### src/sv/body_mask_compositor_defines.svh
// ---------------------------------------------------------------------------
// body_mask_compositor_defines.svh
// Assertion macros for the body mask compositor. Empty when SYNTH is set.
// ---------------------------------------------------------------------------
`ifndef BODY_MASK_COMPOSITOR_DEFINES_SVH
`define BODY_MASK_COMPOSITOR_DEFINES_SVH

`ifndef SYNTH
// plain property, sampled on i_clk, off while reset is low
`define BMC_ASSERT(lbl, prop) \
    lbl: assert property (@(posedge i_clk) disable iff (!i_rst_n) (prop)) \
        else $error("body_mask_compositor: check failed");
// cause in one cycle, effect in the next
`define BMC_IMPLY(lbl, ante, cons) \
    lbl: assert property (@(posedge i_clk) disable iff (!i_rst_n) (ante) |=> (cons)) \
        else $error("body_mask_compositor: check failed");
`else
`define BMC_ASSERT(lbl, prop)
`define BMC_IMPLY(lbl, ante, cons)
`endif

`endif

### src/sv/bmc_pkg.sv
// ---------------------------------------------------------------------------
// bmc_pkg
// Shared constants and types of the body mask compositor.
// ---------------------------------------------------------------------------
`default_nettype none

package bmc_pkg;

    localparam int BODY_STORE_DEPTH_DEF = 262144;
    // wide enough for any store depth up to 2**20 and any frame address
    localparam int ADDR_CMP_W = 21;

    localparam logic CMD_LOAD      = 1'b0;
    localparam logic CMD_COMPOSITE = 1'b1;

    localparam logic [1:0] REG_DEPTH_COLS     = 2'd0;
    localparam logic [1:0] REG_DEPTH_ROWS     = 2'd1;
    localparam logic [1:0] REG_OVERLAY_ENABLE = 2'd2;
    localparam logic [1:0] REG_OVERLAY_SCALE  = 2'd3;

    localparam logic [9:0]  COLS_RESET  = 10'd512;
    localparam logic [9:0]  ROWS_RESET  = 10'd424;
    localparam logic [15:0] SCALE_RESET = 16'd256;

    // 255 * 256: full scale of alpha times Q8.8 scale
    localparam logic [15:0] BLEND_FULL  = 16'd65280;
    localparam logic [15:0] BLEND_HALF  = 16'd32640;
    localparam logic [15:0] SCALE_ONE   = 16'd256;
    localparam logic [15:0] SCALE_MIN   = 16'd2;
    localparam logic [7:0]  PERSON_MAX  = 8'd5;
    // floor(2**23 / 255)
    localparam logic [15:0] RECIP_255   = 16'd32896;

    typedef struct packed {
        logic        busy;
        logic [7:0]  quo;
        logic [15:0] rem;
    } t_div_res;

endpackage

`default_nettype wire

### src/sv/bmc_scale_div.sv
// ---------------------------------------------------------------------------
// bmc_scale_div
// Restoring divider for 65280 / scale, one quotient bit per cycle.
// ---------------------------------------------------------------------------
`default_nettype none

module bmc_scale_div (
    input  wire logic              i_clk,
    input  wire logic              i_rst_n,
    input  wire logic              i_start,
    input  wire logic [15:0]       i_divisor,
    output bmc_pkg::t_div_res      o_res
);

    // divisor is at least 256, so the quotient has 8 bits
    localparam logic [3:0] DIV_STEPS = 4'd8;

    logic [3:0]  r_cnt;
    logic [15:0] r_den;
    logic [15:0] r_rem;
    logic [7:0]  r_quo;

    logic [2:0]  bit_idx;
    logic [16:0] shifted;
    logic [16:0] diff;
    logic        ge;

    assign bit_idx = 3'(r_cnt - 4'd1);
    assign shifted = {r_rem, bmc_pkg::BLEND_FULL[bit_idx]};
    assign diff    = shifted - {1'b0, r_den};
    assign ge      = (shifted >= {1'b0, r_den});

    always_ff @(posedge i_clk) begin
        if (!i_rst_n) begin
            r_cnt <= '0;
            r_den <= bmc_pkg::SCALE_RESET;
            // reset scale is 1.0: 65280 / 256 = 255 remainder 0
            r_rem <= '0;
            r_quo <= 8'hFF;
        end else if (i_start) begin
            r_cnt <= DIV_STEPS;
            r_den <= i_divisor;
            r_rem <= {8'd0, bmc_pkg::BLEND_FULL[15:8]};
            r_quo <= '0;
        end else if (r_cnt != 4'd0) begin
            r_rem <= ge ? diff[15:0] : shifted[15:0];
            r_quo <= {r_quo[6:0], ge};
            r_cnt <= r_cnt - 4'd1;
        end
    end

    assign o_res.busy = (r_cnt != 4'd0);
    assign o_res.quo  = r_quo;
    assign o_res.rem  = r_rem;

endmodule

`default_nettype wire

### config.mk
export PLATFORM = sky130hd
export DESIGN_NAME = bmc_scale_div
export DESIGN_NICKNAME = d
export VERILOG_FILES = /design/src/sv/body_mask_compositor_defines.svh /design/src/sv/bmc_pkg.sv /design/src/sv/bmc_scale_div.sv
export SDC_FILE = /design/constraint.sdc
export NUM_CORES = 1
export LEC_CHECK = 0
export BUFFER_PORTS_ARGS = -buffer_cell sky130_fd_sc_hd__buf_2
export CORE_MARGIN = 3
export CORE_UTILIZATION = 30
export DETAILED_ROUTE_END_ITERATION = 10
export PLACE_DENSITY_LB_ADDON = 0.3
export SLEW_MARGIN = 40
export SYNTH_ARGS = -nofsm -noshare
export SYNTH_HDL_FRONTEND = slang
export SYNTH_SLANG_ARGS = --single-unit
### constraint.sdc
create_clock -name i_clk -period 2.5 [get_ports i_clk]
set_clock_uncertainty 0.2 [all_clocks]
set_input_delay 0.25 -clock i_clk [delete_from_list [all_inputs] [get_ports i_clk]]
set_output_delay 0.25 -clock i_clk [all_outputs]
set_load 0.05 [all_outputs]
==> flow_metrics.py, run 1 <==
metrics = {
    "synth": {
        "synthesis.instances": 326,
        "synth-seq-cells": 44,
        "synth-xor-area-share": 0.03226,
        "synthAdderAreaFrac": 0.09032,
        "synth_cell_types": 53,
        "ys.flop_type": "dfxtp_1",
        "synth-simple-area-share": 0.1862,
        "syn-cell-area_um2": 2715,
        "synth_compound_area_frac": 0.2074,
        "synth_edf_count": 0,
        "synth_top_family_by_area": "compound AO/OA/AOI/OAI gates",
        "synth_mux_area_frac": 0.1032,
        "synth_nets": 364,
        "synthTopCellsByArea": "dfxtp_1 (32%), mux2i_1 (10%), ha_1 (8.3%)",
        "yosys_warnings": 0,
        "yosys.area.top_type": "dfxtp_1",
        "async_reset_ff_frac": 0,
        "syn_avg_cell_area_um2": 8.329,
        "yosysSeqAreaShare": 0.3244,
        "yosys.area.top_type_share": 0.3244,
    },
    "clock_tree": {
        "cts_max_path_buffers": 2,
        "htreeDepth": 2,
        "clk_pin_slew_ns": 0.09,
        "cts_root_buf": "clkbuf_8",
        "cts_buffers": 5,
        "cts_tree": "yes",
        "clock-sinks": 44,
        "insertion_delay_ns": 0.30,
    },
    "route": {
        "dr.first_iter.drc_count": 69,
        "num_vias": 2534,
        "vias_per_cell": 5.008,
        "wl_mm": 7.489,
        "wl_per_cell_um": 14.80,
        "drc": 0,
        "drtPass1Iterations": 4,
        "detail-route-antenna-nets": 0,
    },
    "sta": {
        "fin_tns_setup_ns": 0,
        "finalMaxSlewViolations": 0,
        "fmax_mhz": 400.6,
        "rsz0062_at_grt": "yes",
        "period_needed_ns": 2.496,
        "finalHoldViolCount": 1,
        "setup_viol": 0,
        "finalCritPeriodShare": 0.9985,
        "whs_ns": -0.0003329,
        "max-slew-margin-rel": 0.5655,
        "worst_slew_pin_slew_ns": 0.6494,
    },
    "critical_path": {
        "cp-start-kind": "flop",
        "reg2reg_depth": 10,
        "worstPathMaxFanout": 4,
        "timing.critical_path.from": "r_den[1]$_SDFFE_PN0P_",
        "cp-end-kind": "flop",
        "worstPathArrival_ns": 2.54,
        "critPathRequiredTime_ns": 2.54,
        "crit_type": "reg2reg",
        "r2r-start": "r_den[1]$_SDFFE_PN0P_",
    },
    "placement": {
        "place.gp.congestion": 0.8963,
        "io_buffers": 43,
        "dpl.hpwl_mm": 5.581,
    },
    "global_route": {
        "track_usage": 0.1494,
        "grt_max_degree": 35,
        "grt_overflow": 0,
        "antenna_found_initial": 0,
        "grt_pass1_wl_mm": 12.34,
        "grt_pass1_vias": 2544,
    },
    "layout": {
        "area_delta_synth_final_pct": 35.07,
        "n_antenna_cell": 0,
        "final_layout_size_suffix_gt1_frac": 0.3467,
        "final_nets": 436,
    },
    "floorplan": {
        "die_w_um": 101.1,
        "dieArea_um2": 10230,
        "core-area_um2": 8763,
        "io_pins": 44,
        "initial_utilization": 0.3098,
        "rows": 34,
        "die_height_um": 101.1,
    },
    "run": {
        "cap_violations": 0,
    },
    "outcome": {
        "status": "complete, but fails checks",
        "violations": "negative hold slack",
    },
    "hold_path": {
        "min_delay_path_depth": 3,
        "min_from": "i_divisor[12]",
        "hold_path.class": "in2reg",
    },
    "power": {
        "worst_ir_drop_vdd_uv": 305.9,
        "powerDensity_nw_per_um2": 860.5,
        "power.total_mw": 3.156,
        "cellLeakagePower_nw": 1.564,
    },
}
[routing by layer]
metal | up-vias | share of wire | GRT usage
met4 | 0 | 0.013 | 0.03783
met5 | - | 0 | 0
met3 | 7 | 0.026 | 0.02548
li1 | 1294 | - | -
met2 | 33 | 0.48 | 0.2535
met1 | 1200 | 0.48 | 0.1968
[logic make-up after synthesis]
kind of cell,Yosys count
fa+ha+maj,19
simple gates,95
compound gates,92
mux,28
xor+xnor,10
flops,44
buf+inv,38
[timing repair]
action / 4_1_cts / 5_1_grt
hold buffers: 3 / 0
endpoints found under the setup margin: 2 / 16
endpoints found under the hold margin: 3 / 0
pin swaps: 1 / 13
setup buffers: 0 / 2
gates resized for setup: 1 / 30
[worst max-delay path, stage by stage (launching register included)]
cell,delay [ns]
dfxtp_2,0.34
inv_2,0.04
ha_4,0.26
ha_4,0.12
nand3_2,0.07
or4_4,0.55
nor2_4,0.14
a2111oi_4,0.07
and2_4,0.18
or3b_1,0.34
a21oi_1,0.12
[synthesized netlist by cell type, types with 3 or more instances]
cell / n
a21o_1: 5
a21oi_1: 26
a31oi_1: 6
buf_2: 4
clkbuf_1: 8
dfxtp_1: 44
ha_1: 18
inv_1: 21
mux2i_1: 28
nand2_1: 17
nand2b_1: 6
nand3_1: 12
nand4_1: 3
nor2_1: 15
nor2b_1: 19
nor3_1: 7
o21a_1: 3
o21ai_0: 31
or3_1: 6
xnor2_1: 7
xor2_1: 3
[cell usage in the layout, fill, tap and decap left out, drive strengths merged, types with 2 or more instances in the layout]
cell type and instances:
nand4 3, a21oi 27, a211oi 3, dfxtp 44
mux2i 28, nor2 15, or3 7, and2 3
o21ai 33, nor3 7, inv 22, ha 18
nand3 12, o211ai 2, clkinv 2, nand2 18
xnor2 7, nor2b 19, o31ai 2, a31oi 6
buf 78, clkbuf 5, o21a 3, nand2b 6
xor2 3, dlygate4sd3 3, a21o 5
[stage by stage]
stage / area, um^2 / utilization / hold WS, ns / std cells / setup WS, ns
final: 3667 / 0.4185 / -0.0003329 / 506 / 0.003768
after global placement: 3385 / 0.3862 / 0.2889 / 494 / 0.03871
after global routing: 3667 / 0.4185 / 0.01041 / 506 / -0.09623
after detailed placement: 3385 / 0.3862 / 0.2815 / 494 / -0.01330
after floorplan: 2859 / - / 0.1804 / 326 / -0.006959
after CTS: 3497 / 0.3991 / 0.0003257 / 504 / 0.0006475
[worst paths after layout]
check                                              end  slack (ns)
worst max-delay path            r_rem[11]$_SDFFE_PP0P_       0.004
worst min register to register   r_rem[2]$_SDFFE_PN0P_        0.30
worst max register to register  r_rem[11]$_SDFFE_PP0P_       0.004
worst min-delay path            r_den[12]$_SDFFE_PN0P_     -0.0003
[sequential cells by signal (all words and copies together) (netlist names)]
| name | count |
|---|---|
| r_rem | 16 |
| r_quo | 8 |
| r_cnt | 4 |
| r_den | 16 |
[area by class of cell]
type                            instances  area [um^2]
Clock buffer                            5        68.82
Clock inverter                          2        11.26
Fill cell                             900         5096
Inverter                               22        82.58
Multi-Input combinational cell        244         1933
Sequential cell                        44        915.9
Tap cell                              108        135.1
Timing Repair Buffer                   81        520.5
[where the power goes]
group | leakage, nW | switching [mW] | internal [mW]
registers | 0.372 | 0.0848 | 0.796
clock network | 0.0443 | 0.254 | 0.190
logic | 1.15 | 1.03 | 0.800
total | 1.56 | 1.37 | 1.79
Power figures use the tool's default switching activity.
==> inputs of run 2 (changes only) <==
--- a/config.mk
+++ b/config.mk
@@ -5,7 +5,7 @@
 export SDC_FILE = /design/constraint.sdc
 export NUM_CORES = 1
 export LEC_CHECK = 0
-export BUFFER_PORTS_ARGS = -buffer_cell sky130_fd_sc_hd__buf_2
+export BUFFER_PORTS_ARGS = -buffer_cell sky130_fd_sc_hd__buf_4
 export CORE_MARGIN = 3
 export CORE_UTILIZATION = 30
 export DETAILED_ROUTE_END_ITERATION = 10
==> run 2 against run 1 <==
- the run ends with negative setup slack left
- clock power up 25%
- critical path depth is the same
- register-to-register slack got worse by 0.04 ns
- highest routed layer unchanged
- critical endpoint unchanged
- sequential cell count stayed put
==> flow_metrics.py, run 2 (synthesized netlist as in run 1, its figures left out) <==
metrics = {
    "critical_path": {
        "critPathMostFrequentCell": "ha_4",
        "r2r_end": "r_rem[11]$_SDFFE_PP0P_",
        "r2r-start": "r_den[1]$_SDFFE_PN0P_",
        "path_buf_inv": 1,
        "reg2reg_depth": 10,
        "r2r_setup_slack_ns": -0.03,
        "critPathSlowestCell": "or4_4",
        "path_cells": "inv_2 -> ha_4 -> ha_4 -> nand3_2 -> or4_4 -> nor2_4 -> a2111oi_4 -> and2_4 -> or3b_4 -> a21oi_2",
        "worstPathMaxFanout": 4,
        "max_stage_delay_ns": 0.55,
        "cp-end-kind": "flop",
        "worstPathArrival_ns": 2.57,
        "cp-start-kind": "flop",
        "critPathTopFamily": "simple AND/OR/NAND/NOR gates",
        "critPathRequiredTime_ns": 2.53,
        "crit_type": "reg2reg",
    },
    "sta": {
        "max-slew-margin-rel": 0.5817,
        "fmax_mhz": 395.0,
        "finalMaxSlewViolations": 0,
        "worst_slew_pin_slew_ns": 0.6261,
        "finalCritPeriodShare": 1.013,
        "timing.final.ws_setup_ns": -0.03161,
        "setup_viol": 1,
        "fin_tns_setup_ns": -0.03161,
        "period_needed_ns": 2.532,
        "finalHoldViolCount": 0,
        "rsz0062_at_grt": "yes",
    },
    "placement": {
        "io_buffers": 43,
        "pre_cts_slack_ns": 0.002522,
        "placed_cells": 492,
        "place.gp.congestion": 0.8286,
        "dpl.hpwl_mm": 5.453,
    },
    "route": {
        "dr.first_iter.drc_count": 138,
        "drtPass1Iterations": 4,
        "vias_per_cell": 5.022,
        "wl_per_cell_um": 14.38,
        "detail-route-antenna-nets": 0,
        "wl_mm": 7.336,
        "drc": 0,
        "num_vias": 2561,
    },
    "outcome": {
        "violations": "negative setup slack",
        "status": "complete, but fails checks",
    },
    "floorplan": {
        "die_w_um": 101.1,
        "die_height_um": 101.1,
        "dieArea_um2": 10230,
        "rows": 34,
        "initial_utilization": 0.3098,
        "io_pins": 44,
        "core-area_um2": 8763,
    },
    "power": {
        "powerDensity_nw_per_um2": 856.9,
        "worst_ir_drop_vdd_uv": 268.9,
        "power.total_mw": 3.268,
        "cellLeakagePower_nw": 1.612,
    },
    "hold_path": {
        "min_delay_path_depth": 3,
        "hold_path.class": "in2reg",
        "min_from": "i_divisor[14]",
        "min_to": "r_den[14]$_SDFFE_PN0P_",
    },
    "clock_tree": {
        "insertion_delay_ns": 0.30,
        "htreeDepth": 2,
        "clock-sinks": 44,
        "clk_pin_slew_ns": 0.08,
        "cts_buffers": 5,
        "cts_root_buf": "clkbuf_8",
        "cts_tree": "yes",
        "cts_max_path_buffers": 2,
    },
    "layout": {
        "area_delta_synth_final_pct": 40.46,
        "reg_top3": "r_den (16), r_rem (16), r_quo (8)",
        "fin_cells": 510,
        "final_cell_mix": "buf_4 (75), o21ai_0 (31), mux2i_1 (28), dfxtp_1 (27), a21oi_1 (23)",
        "final_util": 0.4352,
        "final_layout_size_suffix_gt1_frac": 0.3408,
        "final_nets": 439,
        "n_antenna_cell": 0,
        "final_common_cell": "buf_4",
        "num-fill-cells": 877,
    },
    "global_route": {
        "top_usage_layer": "met2",
        "grt_overflow": 0,
        "use_met1": 0.2023,
        "grt_pass1_vias": 2503,
        "met2_usage": 0.2243,
        "track_usage": 0.1483,
        "grt_pass1_wl_mm": 12.17,
        "antenna_found_initial": 0,
        "use_met3": 0.03099,
        "grt_max_degree": 32,
    },
    "run": {
        "cap_violations": 0,
    },
}
run 2: changes by cell type in the layout (fill, tap and decap cells not counted), moves of 2 or more:
| cell | previous run | this run |
|---|---|---|
| buf_2 | 43 | 0 |
| buf_4 | 34 | 75 |
| dlygate4sd3_1 | 3 | 7 |
| a21oi_1 | 21 | 23 |
run 2: layout make-up:
type	count	area, um^2	share of cell area
Clock buffer	5	68.82	0.01804
Clock inverter	3	41.29	0.01083
Tap cell	108	135.1	0.03543
Sequential cell	44	914.6	0.2398
Inverter	22	82.58	0.02165
Multi-Input combinational cell	244	1907	0.5000
Timing Repair Buffer	84	664.4	0.1742
run 2: worst max-delay path by stage:
stage                             endpoint              startpoint  slack [ns]  depth (start not counted)
floorplan           r_rem[11]$_SDFFE_PP0P_  r_rem[13]$_SDFFE_PP0P_      -0.007                          9
global placement    r_rem[11]$_SDFFE_PP0P_   r_den[1]$_SDFFE_PN0P_        0.03                         10
detailed placement   r_rem[4]$_SDFFE_PN0P_  r_den[12]$_SDFFE_PN0P_       0.003                         10
CTS                  r_rem[4]$_SDFFE_PN0P_  r_den[12]$_SDFFE_PN0P_       0.002                         10
global route        r_rem[11]$_SDFFE_PP0P_   r_den[1]$_SDFFE_PN0P_       -0.09                         10
finish              r_rem[11]$_SDFFE_PP0P_   r_den[1]$_SDFFE_PN0P_       -0.03                         10
run 2: where the power goes:
| part | switching [mW] | internal (mW) | total, mW |
|---|---|---|---|
| sequential | 0.0831 | 0.795 | 0.879 |
| clock | 0.257 | 0.297 | 0.554 |
| combinational | 1.00 | 0.831 | 1.84 |
| total | 1.34 | 1.92 | 3.27 |
run 2: worst min-delay path, stage by stage:
cell	delay, ns
buf_4	0.07
mux2i_1	0.06
nor2b_1	0.09
run 2: stage by stage:
| step | hold slack (ns) | cell area [um^2] |
|---|---|---|
| 6_report | 0.002767 | 3814 |
| 3_5_place_dp | 0.2819 | 3477 |
| 2_1_floorplan | 0.1804 | 2859 |
| 4_1_cts | 0.00009875 | 3657 |
| 3_3_place_gp | 0.2784 | 3477 |
| 5_1_grt | 0.001687 | 3814 |
run 2: what timing repair did:
action | 4_1_cts | 5_1_grt
gates resized for setup | 0 | 25
setup endpoints to repair | 1 | 16
endpoints found under the hold margin | 7 | 0
pin swaps | 1 | 19
buffers inserted | 0 | 3
hold buffers | 7 | 0
run 2: layer usage:
layer | wire length, um | share of wire
met5 | 0 | 0
met4 | 245 | 0.033
met3 | 279 | 0.038
met1 | 3478 | 0.47
met2 | 3333 | 0.45
